## src/sv/lru_page_replacement_list_defines.svh

```systemverilog
// assertion macros for the lru page replacement list
`ifndef LRU_PAGE_REPLACEMENT_LIST_DEFINES_SVH
`define LRU_PAGE_REPLACEMENT_LIST_DEFINES_SVH

// check on every rising clock edge outside reset
`define LRUPL_ASSERT(name, prop, msg) \
  name: assert property (@(posedge clk) disable iff (rst) prop) else $error(msg);

// check on every rising clock edge, reset included
`define LRUPL_ASSERT_ALWAYS(name, prop, msg) \
  name: assert property (@(posedge clk) prop) else $error(msg);

`endif

```

## src/sv/lrupl_pkg.sv

```systemverilog
// shared constants and command codes for the lru page replacement list
package lrupl_pkg;

  // page ids are four bits, so at most sixteen distinct pages exist
  localparam int PAGE_W        = 4;
  localparam int NUM_IDS       = 16;
  localparam int MAX_PAGES_DEF = 16;

  // stream payload widths
  localparam int S_TDATA_W = 24;
  localparam int M_TDATA_W = 8;

  // command codes carried on the input tuser
  typedef enum logic [1:0] {
    CMD_ACCESS = 2'd0,
    CMD_VICTIM = 2'd1,
    CMD_TICK   = 2'd2
  } cmd_t;

endpackage

```

## src/sv/lru_page_replacement_list.sv

```systemverilog
// lru page replacement list: recency list of page ids held in a two-bank memory
//
// Input channel s_axis: tuser carries the command (access, victim, tick),
// tdata carries the page id and the visited mask. Output channel m_axis:
// one transaction per input transaction, tuser carries victim_found and
// status, tdata carries victim_page.
// An access, victim or tick on a non-empty list, if not dropped, rebuilds
// the list by walking the current memory bank one entry per cycle through
// the single read port and writing the kept entries in order into the other
// bank, then the banks swap. A tick walks the list in two passes
// (unvisited, then visited); a dropped access or an unused command skips
// the walk. The next transaction is accepted once the result has been
// placed in the output register, so the input side keeps moving while the
// receiver holds off one result.
// If the receiver stalls with a result still waiting, the block finishes the
// next command and then holds until the output register frees up.
// Reset (rst, synchronous) empties the list and clears the output valid; the
// memory contents need no clearing since only listed positions are read.
module lru_page_replacement_list #(
  parameter int MAX_PAGES = lrupl_pkg::MAX_PAGES_DEF
) (
  input  logic                           clk,
  input  logic                           rst,
  // input transactions
  input  logic                           s_axis_tvalid,
  output logic                           s_axis_tready,
  // tdata: page_id [3:0], visited_mask [19:4], zero fill [23:20]
  input  logic [lrupl_pkg::S_TDATA_W-1:0] s_axis_tdata,
  // tuser: command [1:0]
  input  logic [1:0]                     s_axis_tuser,
  // output transactions
  output logic                           m_axis_tvalid,
  input  logic                           m_axis_tready,
  // tdata: victim_page [3:0], zero fill [7:4]
  output logic [lrupl_pkg::M_TDATA_W-1:0] m_axis_tdata,
  // tuser: victim_found [0], status [1]
  output logic [1:0]                     m_axis_tuser
);

  `include "lru_page_replacement_list_defines.svh"

  localparam int PW    = lrupl_pkg::PAGE_W;
  localparam int CAP   = (MAX_PAGES < lrupl_pkg::NUM_IDS) ? MAX_PAGES : lrupl_pkg::NUM_IDS;
  localparam int IDX_W = $clog2(CAP);
  localparam int CNT_W = $clog2(CAP + 1);
  localparam int MEM_D = 2 * (1 << IDX_W);

  typedef enum logic [4:0] {
    S_IDLE  = 5'b00001,
    S_WALK  = 5'b00010,
    S_DRAIN = 5'b00100,
    S_FIN   = 5'b01000,
    S_OUT   = 5'b10000
  } state_t;

  state_t                  state;
  lrupl_pkg::cmd_t         op;
  logic [PW-1:0]           pg;
  logic [lrupl_pkg::NUM_IDS-1:0] mask;
  logic                    err;
  logic                    bank;
  logic [CNT_W-1:0]        count;
  logic [lrupl_pkg::NUM_IDS-1:0] present_bits;
  logic [IDX_W-1:0]        rd_idx;
  logic                    pass;
  logic                    rd_vld;
  logic [IDX_W-1:0]        rd_pos;
  logic                    rd_pass;
  logic [PW-1:0]           rd_data;
  logic [CNT_W-1:0]        wptr;
  logic [PW-1:0]           head;
  logic                    res_found;
  logic [PW-1:0]           res_page;
  logic                    res_status;
  logic                    out_found;
  logic [PW-1:0]           out_page;
  logic                    out_status;

  logic [PW-1:0]           mem [MEM_D];

  logic                    s_acc;
  lrupl_pkg::cmd_t         in_cmd;
  logic [PW-1:0]           in_page;
  logic                    rd_en;
  logic [IDX_W:0]          rd_addr;
  logic                    keep;
  logic                    append;
  logic                    wr_en;
  logic [IDX_W:0]          wr_addr;
  logic [PW-1:0]           wr_data;
  logic                    rd_last;
  logic                    out_free;

  // input unpacking and handshakes
  assign s_axis_tready = (state == S_IDLE);
  assign s_acc         = s_axis_tvalid && s_axis_tready;
  assign in_cmd        = lrupl_pkg::cmd_t'(s_axis_tuser);
  assign in_page       = s_axis_tdata[PW-1:0];
  assign out_free      = !m_axis_tvalid || m_axis_tready;

  // read side of the walk over the current bank
  assign rd_en   = (state == S_WALK);
  assign rd_addr = {bank, rd_idx};
  assign rd_last = (CNT_W'(rd_idx) == count - CNT_W'(1));

  // keep decision on the entry returned by the memory
  always_comb begin
    keep = 1'b0;
    if (rd_vld) begin
      case (op)
        lrupl_pkg::CMD_ACCESS: keep = (rd_data != pg);
        lrupl_pkg::CMD_VICTIM: keep = (rd_pos != '0);
        lrupl_pkg::CMD_TICK:   keep = (mask[rd_data] == rd_pass);
        default:               keep = 1'b0;
      endcase
    end
  end

  // write side into the other bank, accessed page appended last
  assign append  = (state == S_FIN) && (op == lrupl_pkg::CMD_ACCESS) && !err;
  assign wr_en   = keep || append;
  assign wr_addr = {~bank, wptr[IDX_W-1:0]};
  assign wr_data = append ? pg : rd_data;

  // list memory, one read and one write port
  always_ff @(posedge clk) begin
    if (rd_en) begin
      rd_data <= mem[rd_addr];
    end
    if (wr_en) begin
      mem[wr_addr] <= wr_data;
    end
  end

  // command sequencer
  always_ff @(posedge clk) begin
    if (rst) begin
      state        <= S_IDLE;
      bank         <= 1'b0;
      count        <= '0;
      present_bits <= '0;
      rd_vld       <= 1'b0;
      m_axis_tvalid <= 1'b0;
    end else begin
      rd_vld <= rd_en;

      // walk bookkeeping for each returned entry
      if (keep) begin
        wptr <= wptr + CNT_W'(1);
      end
      if (rd_vld && (op == lrupl_pkg::CMD_VICTIM) && (rd_pos == '0)) begin
        head <= rd_data;
      end

      // output valid: loaded from the sequencer, cleared when taken
      if ((state == S_OUT) && out_free) begin
        m_axis_tvalid <= 1'b1;
      end else if (m_axis_tready) begin
        m_axis_tvalid <= 1'b0;
      end

      unique case (state)
        S_IDLE: begin
          if (s_acc) begin
            op      <= in_cmd;
            pg      <= in_page;
            mask    <= s_axis_tdata[PW +: lrupl_pkg::NUM_IDS];
            wptr    <= '0;
            rd_idx  <= '0;
            pass    <= 1'b0;
            err     <= (in_cmd == lrupl_pkg::CMD_ACCESS) && !present_bits[in_page] &&
                       (count == CNT_W'(CAP));
            if ((in_cmd == lrupl_pkg::CMD_ACCESS || in_cmd == lrupl_pkg::CMD_VICTIM ||
                 in_cmd == lrupl_pkg::CMD_TICK) && (count != '0) &&
                !((in_cmd == lrupl_pkg::CMD_ACCESS) && !present_bits[in_page] &&
                  (count == CNT_W'(CAP)))) begin
              state <= S_WALK;
            end else begin
              state <= S_FIN;
            end
          end
        end
        S_WALK: begin
          rd_pos  <= rd_idx;
          rd_pass <= pass;
          if (rd_last) begin
            if ((op == lrupl_pkg::CMD_TICK) && !pass) begin
              pass   <= 1'b1;
              rd_idx <= '0;
            end else begin
              state <= S_DRAIN;
            end
          end else begin
            rd_idx <= rd_idx + IDX_W'(1);
          end
        end
        S_DRAIN: begin
          state <= S_FIN;
        end
        S_FIN: begin
          res_found  <= 1'b0;
          res_page   <= '0;
          res_status <= err;
          case (op)
            lrupl_pkg::CMD_ACCESS: begin
              if (!err) begin
                count            <= wptr + CNT_W'(1);
                present_bits[pg] <= 1'b1;
                bank             <= ~bank;
              end
            end
            lrupl_pkg::CMD_VICTIM: begin
              if (count != '0) begin
                count              <= count - CNT_W'(1);
                present_bits[head] <= 1'b0;
                bank               <= ~bank;
                res_found          <= 1'b1;
                res_page           <= head;
              end
            end
            lrupl_pkg::CMD_TICK: begin
              bank <= ~bank;
            end
            default: begin
            end
          endcase
          state <= S_OUT;
        end
        S_OUT: begin
          if (out_free) begin
            out_found     <= res_found;
            out_page      <= res_page;
            out_status    <= res_status;
            state         <= S_IDLE;
          end
        end
        default: begin
          state <= S_IDLE;
        end
      endcase
    end
  end

  // output packing
  assign m_axis_tdata = {(lrupl_pkg::M_TDATA_W - PW)'(0), out_page};
  assign m_axis_tuser = {out_status, out_found};

  // checks on the list bookkeeping
  `LRUPL_ASSERT(a_count_cap, (count <= CNT_W'(CAP)), "entry count above capacity")
  `LRUPL_ASSERT(a_present_count,
                (state == S_IDLE) |-> ($countones(present_bits) == count),
                "present bits disagree with entry count")
  `LRUPL_ASSERT(a_wr_in_range, wr_en |-> (wptr < CNT_W'(CAP)), "write past list capacity")
  `LRUPL_ASSERT_ALWAYS(a_out_from_seq, $rose(m_axis_tvalid) |-> $past(state == S_OUT),
                       "result offered outside output state")

endmodule

```

## config.mk

```make
export PLATFORM = sky130hd
export DESIGN_NAME = lru_page_replacement_list
export DESIGN_NICKNAME = d
export VERILOG_FILES = /design/src/sv/lrupl_pkg.sv /design/src/sv/lru_page_replacement_list.sv
export VERILOG_INCLUDE_DIRS = /design/src /design/src/sv
export SDC_FILE = /design/constraint.sdc
export NUM_CORES = 1
export LEC_CHECK = 0
export ABC_AREA = 0
export BUFFER_PORTS_ARGS = -buffer_cell sky130_fd_sc_hd__buf_2
export CAP_MARGIN = 20
export CORE_MARGIN = 4
export CORE_UTILIZATION = 61
export CTS_CLUSTER_DIAMETER = 100
export DETAILED_ROUTE_END_ITERATION = 10
export PLACE_DENSITY = 0.79
export SETUP_SLACK_MARGIN = 0.4
export SKIP_LAST_GASP = 1
export SLEW_MARGIN = 10
export SYNTH_ARGS = -nofsm -noshare
export SYNTH_HDL_FRONTEND = slang
export SYNTH_SLANG_ARGS = --single-unit
```

## constraint.sdc

```tcl
create_clock -name clk -period 2.94 [get_ports clk]
set_input_delay 0.147 -clock clk [delete_from_list [all_inputs] [get_ports clk]]
set_output_delay 0.147 -clock clk [all_outputs]
set_load 0.01 [all_outputs]
```

==> results_dict.tcl, run 1 <==
set metrics [dict create \
    result_of_the_run "finished clean" \
    place.port_buffers 33 \
    globalRouteOverflowTotal 0 \
    max_slew_margin_pct 42.3 \
    critPathMaxStageDelay_ns 0.53 \
    finalHoldViolations 0 \
    power.leakage_nw 3.53 \
    wire_length_of_the_first_global_routing_pass_mm 30.6 \
    cts-root-buf "clkbuf_16" \
    period_share_pct 89.4 \
    dr.pass1.iters 5 \
    multi_input_comb_area_mm2 0.00304 \
    finalSetupViolations 0 \
    cts_tree "built" \
    ys_async_sr_fraction_pct 0 \
    fillCellCount 829 \
    insertion_delay_ns 0.50 \
    detailedPlacementHpwl_mm 11.5 \
    initial_utilization_pct 62.5 \
    clock_sinks 215 \
    grt.total_usage_pct 23.8 \
    dr_total_vias 5290 \
    ys_warn_count 0 \
    cts_inserted_buffers 22 \
    grt_antenna_before_repair 2 \
    via_count_of_the_first_global_routing_pass 5437 \
    slowest_stage "mux4_2" \
    syn_avg_cell_area_um2 16.0 \
    cts.reportedPaths.clkPinSlew_ns 0.07 \
    final_core_utilization_pct 74.0 \
    critical_path_buf_inv_count 2 \
    seqCellArea_mm2 0.00617 \
    antenna_violating_nets_remaining 0 \
    syn-cell-area_mm2 0.00912 \
    gp_congestion 0.859 \
    worst_setup_path_end_kind "flip-flop" \
    critical_path_required_ns 3.18 \
    timing.critical_path.arrival_ns 2.87 \
    seq_area_frac_synth_pct 67.6 \
    grt_start_max_net_pins 38 \
    maximum_fanout_along_the_worst_path 7 \
    path_class "reg -> reg" \
    synth-edff-count 186 \
    p_per_area_mw_per_mm2 664 \
    slew_viol_final 0 \
    top_level_ports 42 \
    cts-root-to-sink-buffers 3 \
    postSynth.topFlopCell "edfxtp_1" \
    ir_drop_mv 0.566 \
    core.rowCount 44 \
    fmax_mhz 380 \
    worst_pin_slew_ns 0.864 \
    final_net_count 672 \
    synth-seq-cells 215 \
    drc 0 \
    grt_setup_unrepaired "true" \
    syn-instance-count 570 \
    wire_per_inst_um 23.4 \
    commonest_non_fill_non_tap_cells_in_the_layout "edfxtp_1, mux4_2, buf_2" \
    worst_setup_path_start_kind "flip-flop" \
    count_of_max_cap_constraint_violations 0 \
    netlist-cell-type-count 53 \
    drive_above_1_share_pct 27.8 \
    syn2layout_area_growth_pct 18.4 \
    layout_commonest_cell "edfxtp_1" \
    setup_tns_ns 0 \
    path_cells "buf_6, mux2i_1, mux4_2, xnor2_2, buf_4, o311a_2, o21ai_0, a21oi_2" \
    drt_wirelength_mm 19.6 \
    die_width_um 130 \
    drt_initial_violations 585 \
    period_needed_ns 2.63 \
    fp.dieArea_mm2 0.0170 \
    timing.clock.skew_ns 0.0100 \
    crit_family "compound AO/OA/AOI/OAI gates" \
    core-area_mm2 0.0146 \
    drt-vias-per-instance 6.33 \
    h-tree-depth 1 \
    worstHoldPathType "in -> reg" \
    die_height_um 130 \
]
-- cell usage after synthesis, types with 7 or more instances --
library cell	number	share of area, %
edfxtp_1	186	61
nor2_1	65	2.7
mux4_2	47	12
dfxtp_1	29	6.4
o21ai_0	28	1.5
nand2_1	19	0.78
o211ai_1	18	1.5
nand3_1	13	0.71
xnor2_1	13	1.2
a21oi_1	12	0.66
inv_1	12	0.49
clkbuf_1	11	0.45
mux2i_1	11	1.2
nand3b_1	10	0.82
buf_2	9	0.49
mux2_2	8	0.99
buf_4	7	0.58
-- metrics by stage --
step | setup slack, ns | hold slack (ns) | total power [W] | std cells | instance area [um2]
2_1_floorplan | 0.449 | 0.246 | 0.00408 | 573 | 9130
3_3_place_gp | 0.239 | 0.323 | 0.00424 | 764 | 9400
3_5_place_dp | 0.0880 | 0.325 | 0.00426 | 764 | 9400
4_1_cts | 0.386 | 0.0231 | 0.00716 | 834 | 10800
5_1_grt | 0.270 | 0.0729 | 0.00740 | 836 | 10800
6_report | 0.311 | 0.0366 | 0.00717 | 836 | 10800
-- logic make-up after synthesis --
family | after synthesis | share of synthesized area (%)
and+or+nand+nor | 144 | 7.96
xor gates and xnor gates | 18 | 1.73
DFF | 215 | 67.6
AOI/OAI and AO/OA | 75 | 5.41
other | 1 | 0.0411
adders and majority gates | 6 | 0.823
buffers and inverters | 45 | 2.59
muxes | 66 | 13.8
-- layout make-up --
class | instances | area share (%)
diodes | 2 | 0.0464
clock buffers | 29 | 5.54
clock inverters | 9 | 1.29
inverters | 12 | 0.417
multi-input cells | 314 | 28.1
flip-flops and latches | 215 | 57.1
well taps | 184 | 2.13
repair buffers | 71 | 5.32
-- flip-flops by register name (all words and copies together), names as in the netlist, 5 cells and up --
register      cells
mask             16
wptr              5
mem             128
count             5
state             5
present_bits     16
-- path summary, 6_finish.rpt --
check / endpoint / from / slack, ns / cells after the start
max reg2reg: wptr[2]$_DFFE_PN_ / rd_data[2]$_DFFE_PP_ / 0.31 / 8
max: wptr[2]$_DFFE_PN_ / rd_data[2]$_DFFE_PP_ / 0.31 / 8
min reg2reg: out_page[3]$_DFFE_PP_ / res_page[3]$_SDFFCE_PN0P_ / 0.42 / 0
min: state[4]$_SDFFE_PP0P_ / s_axis_tvalid / 0.04 / 3
-- what timing repair did --
action | 4_1_cts | 5_1_grt
cloned | 1 | 0
endpoints found under the setup margin | 128 | 147
gates resized for setup | 71 | 5
buffers inserted | 8 | 0
hold endpoints to repair | 23 | 0
pin swaps | 14 | 11
hold buffers | 23 | 0
-- worst min-delay path, stage by stage --
cell and delay (ns):
buf_2 0.11, o21ai_0 0.17, a211oi_1 0.05
-- per-layer routing --
layer / vias to the layer above / GRT usage [%] / part of all wire [%]
li1: 2353 / - / -
met1: 2663 / 31.1 / 38
met2: 220 / 41.1 / 52
met3: 54 / 3.64 / 6.2
met4: 0 / 8.13 / 3.7
met5: - / 0 / 0
-- where the power goes --
group	switching (W)	internal, W
clock	0.00110	0.00177
combinational	0.000434	0.000350
sequential	0.000110	0.00341
(Power assumes the default switching activity.)
==> run 2, diff against run 1 <==
--- a/config.mk
+++ b/config.mk
@@ -6,7 +6,7 @@
 export SDC_FILE = /design/constraint.sdc
 export NUM_CORES = 1
 export LEC_CHECK = 0
-export ABC_AREA = 0
+export ABC_AREA = 1
 export BUFFER_PORTS_ARGS = -buffer_cell sky130_fd_sc_hd__buf_2
 export CAP_MARGIN = 20
 export CORE_MARGIN = 4
==> run 2 against run 1 <==
Combinational power up 43%. Sequential cell count unchanged. Final area up 0.36%. Critical endpoint is now mem[16][0]$_DFFE_PP_. Largest power group unchanged.
==> results_dict.tcl, run 2 <==
set metrics [dict create \
    synth-seq-cells 215 \
    worstRegToRegCells 11 \
    timing.critical_path.arrival_ns 2.66 \
    worst_setup_path_start_kind "flip-flop" \
    drt_initial_violations 823 \
    synth_area_leader_cell "edfxtp_1" \
    syn-instance-count 891 \
    netlist-cell-type-count 41 \
    result_of_the_run "finished clean" \
    num_antenna_cells 0 \
    via_count_of_the_first_global_routing_pass 6559 \
    detailedPlacementHpwl_mm 13.0 \
    post-synth-top-area-fraction_pct 59.2 \
    place.port_buffers 33 \
    worst_setup_path_end_kind "flip-flop" \
    critPathMaxStageDelay_ns 0.54 \
    max_slew_margin_pct 35.6 \
    fillCellCount 1022 \
    top_level_ports 42 \
    globalRouteOverflowTotal 0 \
    grt_setup_unrepaired "true" \
    timing.reg2reg.setup_slack_ns 0.44 \
    worstHoldPathType "in -> reg" \
    drt-vias-per-instance 5.98 \
    finalSetupViolations 0 \
    seq_area_frac_synth_pct 65.3 \
    path_class "reg -> reg" \
    worst_pin_slew_ns 0.959 \
    postSynth.topFlopCell "edfxtp_1" \
    dp_cells 1087 \
    dr.pass1.iters 6 \
    cts_setup_buffers 0 \
    grt_antenna_before_repair 0 \
    cts_tree "built" \
    grt.total_usage_pct 24.1 \
    core-area_mm2 0.0152 \
    slew_viol_final 0 \
    maximum_fanout_along_the_worst_path 10 \
    ys_async_sr_fraction_pct 0 \
    wire_per_inst_um 18.5 \
    dr_total_vias 6890 \
    critical-path-top-cell-by-count "nand3_1" \
    most_used_standard_cells_in_the_synthesized_netlist "edfxtp_1, nor2_1, nand2_1, o21ai_0, inv_1" \
    insertion_delay_ns 0.51 \
    timing.clock.skew_ns 0.0184 \
    h-tree-depth 1 \
    drt_wirelength_mm 21.3 \
    fmax_mhz 400 \
    antenna_violating_nets_remaining 0 \
    largest_register_ffs 128 \
    pre_cts_ws_ns 0.465 \
    final_net_count 984 \
    cts.reportedPaths.clkPinSlew_ns 0.06 \
    cts_inserted_buffers 23 \
    power.leakage_nw 3.90 \
    count_of_max_cap_constraint_violations 0 \
    cts-root-to-sink-buffers 3 \
    critical_path.reg2reg.startpoint "rd_data[1]$_DFFE_PP_" \
    die_height_um 132 \
    post-synth-top-count-cell "edfxtp_1" \
    crit_path_end "mem[16][0]$_DFFE_PP_" \
    initial_utilization_pct 62.1 \
    synth-edff-count 186 \
    layout_top_registers "mem x128, mask x16, present_bits x16" \
    clock_sinks 215 \
    drc 0 \
    syn-cell-area_mm2 0.00944 \
    wire_length_of_the_first_global_routing_pass_mm 33.9 \
    period_needed_ns 2.50 \
    period_share_pct 85.0 \
    worstSetupStartpoint "rd_data[1]$_DFFE_PP_" \
    critical_path_required_ns 3.10 \
    regToRegEndpoint "mem[16][0]$_DFFE_PP_" \
    whs_path_depth 1 \
    gp_congestion 0.913 \
    synth.area.top_cells "edfxtp_1, dfxtp_1, nor2_1" \
    grt_start_max_net_pins 67 \
    fp.dieArea_mm2 0.0175 \
    finalHoldViolations 0 \
    path_cells "inv_2, nand3_1, nand3_1, nand3_1, nand3_1, nand3_1, nand2_2, nand2_2, nand2_4, nand2_4, nor2_1" \
    seqCellArea_mm2 0.00617 \
    core.rowCount 45 \
    p_per_area_mw_per_mm2 682 \
    cts-root-buf "clkbuf_16" \
    layout_commonest_cell "edfxtp_1" \
    drive_above_1_share_pct 13.9 \
    slowest_stage "edfxtp_1" \
    ir_drop_mv 0.500 \
    regMostFlops "mem" \
    layoutNonFillerInstCount 1152 \
    die_width_um 132 \
    syn2layout_area_growth_pct 14.8 \
    commonest_non_fill_non_tap_cells_in_the_layout "edfxtp_1, nor2_1, nand2_1" \
    setup_slack_ns 0.442 \
    syn_avg_cell_area_um2 10.6 \
    ys_warn_count 0 \
    multi_input_comb_area_mm2 0.00291 \
]
## run 2: how the worst min path moves through the flow
| stage | startpoint | end |
|---|---|---|
| 5_1_grt | s_axis_tdata[0] | pg[0]$_DFFE_PP_ |
| 3_5_place_dp | s_axis_tdata[4] | mask[0]$_DFFE_PP_ |
| 2_1_floorplan | rst | rd_vld$_SDFF_PP0_ |
| 6_report | s_axis_tdata[0] | pg[0]$_DFFE_PP_ |
| 4_1_cts | s_axis_tdata[0] | pg[0]$_DFFE_PP_ |
| 3_3_place_gp | s_axis_tdata[8] | mask[4]$_DFFE_PP_ |
## run 2: cell families after synthesis
group	synth area share, %
and+or+nand+nor	16.1
DFF	65.3
AOI/OAI and AO/OA	11.8
buffers and inverters	5.04
xor gates and xnor gates	0.928
adders and majority gates	0.795
other	0.0397
## run 2: per-layer routing
metal | vias up | wire (um) | GRT usage [%]
met2 | 375 | 10400 | 40.2
li1 | 3228 | - | -
met1 | 3232 | 8760 | 33.4
met5 | - | 0 | 0
met3 | 55 | 1690 | 3.54
met4 | 0 | 509 | 6.99
## run 2: per-stage QoR
step	TNS (ns)	power, W	util [%]	instance area, um2	hold WS, ns
global route	0	0.00770	71.3	10800	0.0235
floorplan	-2.75	0.00432	-	9460	0.224
global placement	0	0.00460	64.4	9790	0.325
CTS	0	0.00738	70.7	10800	0.0205
finish	0	0.00739	71.3	10800	0.0345
detailed placement	0	0.00462	64.4	9790	0.325
## run 2: critical path: cells and delay by family, from the launching register on
kind	cells	cell delay (ns)
buffers and inverters	1	0.16
flip-flops	1	0.54
AND/OR/NAND/NOR	10	1.44
## run 2: power by group
group	leakage (nW)	switching, W	total, W	internal [W]
clock network	0.356	0.00115	0.00276	0.00161
registers	1.92	0.0000968	0.00351	0.00342
logic	1.62	0.000767	0.00112	0.000351
total	3.90	0.00201	0.00739	0.00538
## run 2: what timing repair did
item                       4_1_cts  5_1_grt
setup endpoints to repair        0      120
hold buffers                    24        0
gates resized for setup          0       24
hold endpoints to repair        26        0
## run 2: layout make-up
class	instances	area share (%)
tap	188	2.17
sequential	215	56.9
multi-input combinational	562	26.8
clock buffer	31	5.87
timing repair buffer	72	4.78
clock inverter	10	0.866
inverter	74	2.56
==> run 3, diff against run 2 <==
--- a/config.mk
+++ b/config.mk
@@ -6,7 +6,7 @@
 export SDC_FILE = /design/constraint.sdc
 export NUM_CORES = 1
 export LEC_CHECK = 0
-export ABC_AREA = 1
+export ABC_AREA = 0
 export BUFFER_PORTS_ARGS = -buffer_cell sky130_fd_sc_hd__buf_2
 export CAP_MARGIN = 20
 export CORE_MARGIN = 4
==> constraint.sdc (replaced) <==
create_clock -name clk -period 2.6 [get_ports clk]
set_input_delay 0.13 -clock clk [delete_from_list [all_inputs] [get_ports clk]]
set_output_delay 0.13 -clock clk [all_outputs]
set_load 0.01 [all_outputs]
==> run 3 against run 2 <==
Final area increased by 3.9%. Critical endpoint is now mem[14][1]$_DFFE_PP_. Highest routed layer unchanged. Critical path depth decreased by 4. Maximum frequency increased by 1.1%. Final cell count decreased by 25%. Clock power increased by 29%.
==> results_dict.tcl, run 3 (synthesis gave the netlist of run 1 again) <==
set metrics [dict create \
    via_count_of_the_first_global_routing_pass 5497 \
    met1_length_mm 7.59 \
    drive_above_1_share_pct 33.0 \
    final_net_count 696 \
    slew_viol_final 0 \
    timing.critical_path.arrival_ns 2.68 \
    cts_tree "built" \
    drt-vias-per-instance 6.31 \
    layout_commonest_cell "edfxtp_1" \
    worst_setup_path_start_kind "flip-flop" \
    place.port_buffers 33 \
    finalHoldViolations 0 \
    worstHoldPathType "in -> reg" \
    timing.clock.skew_ns 0.0265 \
    grt_start_max_net_pins 37 \
    h-tree-depth 1 \
    drt_initial_violations 539 \
    grt_setup_unrepaired "true" \
    finalInstanceArea_mm2 0.0113 \
    period_share_pct 95.0 \
    syn2layout_area_growth_pct 23.5 \
    clock_sinks 215 \
    seqCellArea_mm2 0.00617 \
    core.rowCount 44 \
    grt.total_usage_pct 25.0 \
    initial_utilization_pct 62.5 \
    cts.reportedPaths.clkPinSlew_ns 0.06 \
    antenna_violating_nets_remaining 0 \
    count_of_max_cap_constraint_violations 0 \
    path_class "reg -> reg" \
    globalRouteOverflowTotal 0 \
    period_needed_ns 2.47 \
    fp.dieArea_mm2 0.0170 \
    gp_congestion 0.830 \
    cts-root-buf "clkbuf_16" \
    maximum_fanout_along_the_worst_path 8 \
    top_level_ports 42 \
    core-area_mm2 0.0146 \
    result_of_the_run "finished clean" \
    detailroute.wirelength.met3_mm 1.39 \
    layout_top_registers "mem x128, mask x16, present_bits x16" \
    drc 0 \
    wire_length_of_the_first_global_routing_pass_mm 31.9 \
    fillCellCount 787 \
    critical_path_required_ns 2.81 \
    setup_slack_ns 0.130 \
    worst_setup_path_end_kind "flip-flop" \
    largest_register_ffs 128 \
    instance_area_after_placement_mm2 0.00983 \
    dr_wl_met2_mm 10.8 \
    num_antenna_cells 0 \
    insertion_delay_ns 0.52 \
    dp_cells 779 \
    max_slew_margin_pct 62.5 \
    dr.pass1.iters 5 \
    die_width_um 130 \
    grt_antenna_before_repair 0 \
    cts_inserted_buffers 22 \
    wire_per_inst_um 23.6 \
    p_per_area_mw_per_mm2 761 \
    dr_total_vias 5428 \
    ir_drop_mv 0.836 \
    top_layer_used "met4" \
    regMostFlops "mem" \
    drt_wirelength_mm 20.3 \
    die_height_um 130 \
    fmax_mhz 405 \
    pre_cts_ws_ns -0.0247 \
    worst_pin_slew_ns 0.562 \
    cts-root-to-sink-buffers 3 \
    finalSetupViolations 0 \
    layoutNonFillerInstCount 860 \
    commonest_non_fill_non_tap_cells_in_the_layout "edfxtp_1, mux4_2, buf_2" \
    power.leakage_nw 3.76 \
    multi_input_comb_area_mm2 0.00306 \
    detailedPlacementHpwl_mm 11.8 \
]
## run 3: cell count changes in the layout (fill, tap and decap cells not counted), sizes merged, moves of 29 or more
cell | previous run | this run
inv | 75 | 15
nand2 | 116 | 19
nand3 | 49 | 13
nor2 | 151 | 65
o22ai | 35 | 0
o21ai | 109 | 28
mux4 | 0 | 47
a21oi | 41 | 12
## run 3: area by class of cell
type	instances	share of cell area, %
clock buffers	26	5.49
clock inverters	14	1.88
inverters	12	0.400
multi-input cells	313	27.2
flip-flops and latches	215	54.8
well taps	184	2.04
repair buffers	96	8.22
## run 3: repair_timing
item                       CTS  global route
hold buffers                23             0
resized for setup           22            13
gates cloned                 5             0
hold endpoints to repair    23             0
setup endpoints to repair  182           210
buffers inserted            12             1
pin swaps                    8            10
## run 3: final timing paths
kind	from	to	slack, ns	cells after the start
worst max-delay path	rd_data[2]$_DFFE_PP_	mem[14][1]$_DFFE_PP_	0.13	7
worst min-delay path	s_axis_tvalid	state[4]$_SDFFE_PP0P_	0.03	3
worst min register to register	res_status$_DFFE_PP_	out_status$_DFFE_PP_	0.42	0
worst max register to register	rd_data[2]$_DFFE_PP_	mem[14][1]$_DFFE_PP_	0.13	7
## run 3: per-layer routing
layer  global-route usage [%]  up-vias
li1                         -     2403
met1                     32.3     2732
met2                     44.0      244
met3                     4.46       49
met4                     6.91        0
met5                        0        -
## run 3: stage by stage
step / TNS (ns) / utilization (%) / hold WS [ns] / total power (W)
global route: 0 / 77.2 / 0.0339 / 0.00883
finish: 0 / 77.2 / 0.0263 / 0.00857
floorplan: 0 / - / 0.229 / 0.00466
detailed placement: -0.150 / 67.4 / 0.308 / 0.00488
CTS: 0 / 76.8 / 0.00859 / 0.00855
global placement: 0 / 67.4 / 0.307 / 0.00485
## run 3: report_power, final
group / switching (W) / leakage (nW) / internal (W)
combinational: 0.000540 / 1.43 / 0.000517
clock: 0.00134 / 0.409 / 0.00221
sequential: 0.000111 / 1.92 / 0.00385
total: 0.00199 / 3.76 / 0.00658
## run 3: critical path: stages, from the launching register on
cell and delay [ns]:
edfxtp_1 0.39, buf_6 0.15, mux2i_1 0.11, mux4_2 0.49, xnor2_1 0.15, o311a_4 0.35
a21bo_4 0.33, nor2_4 0.20
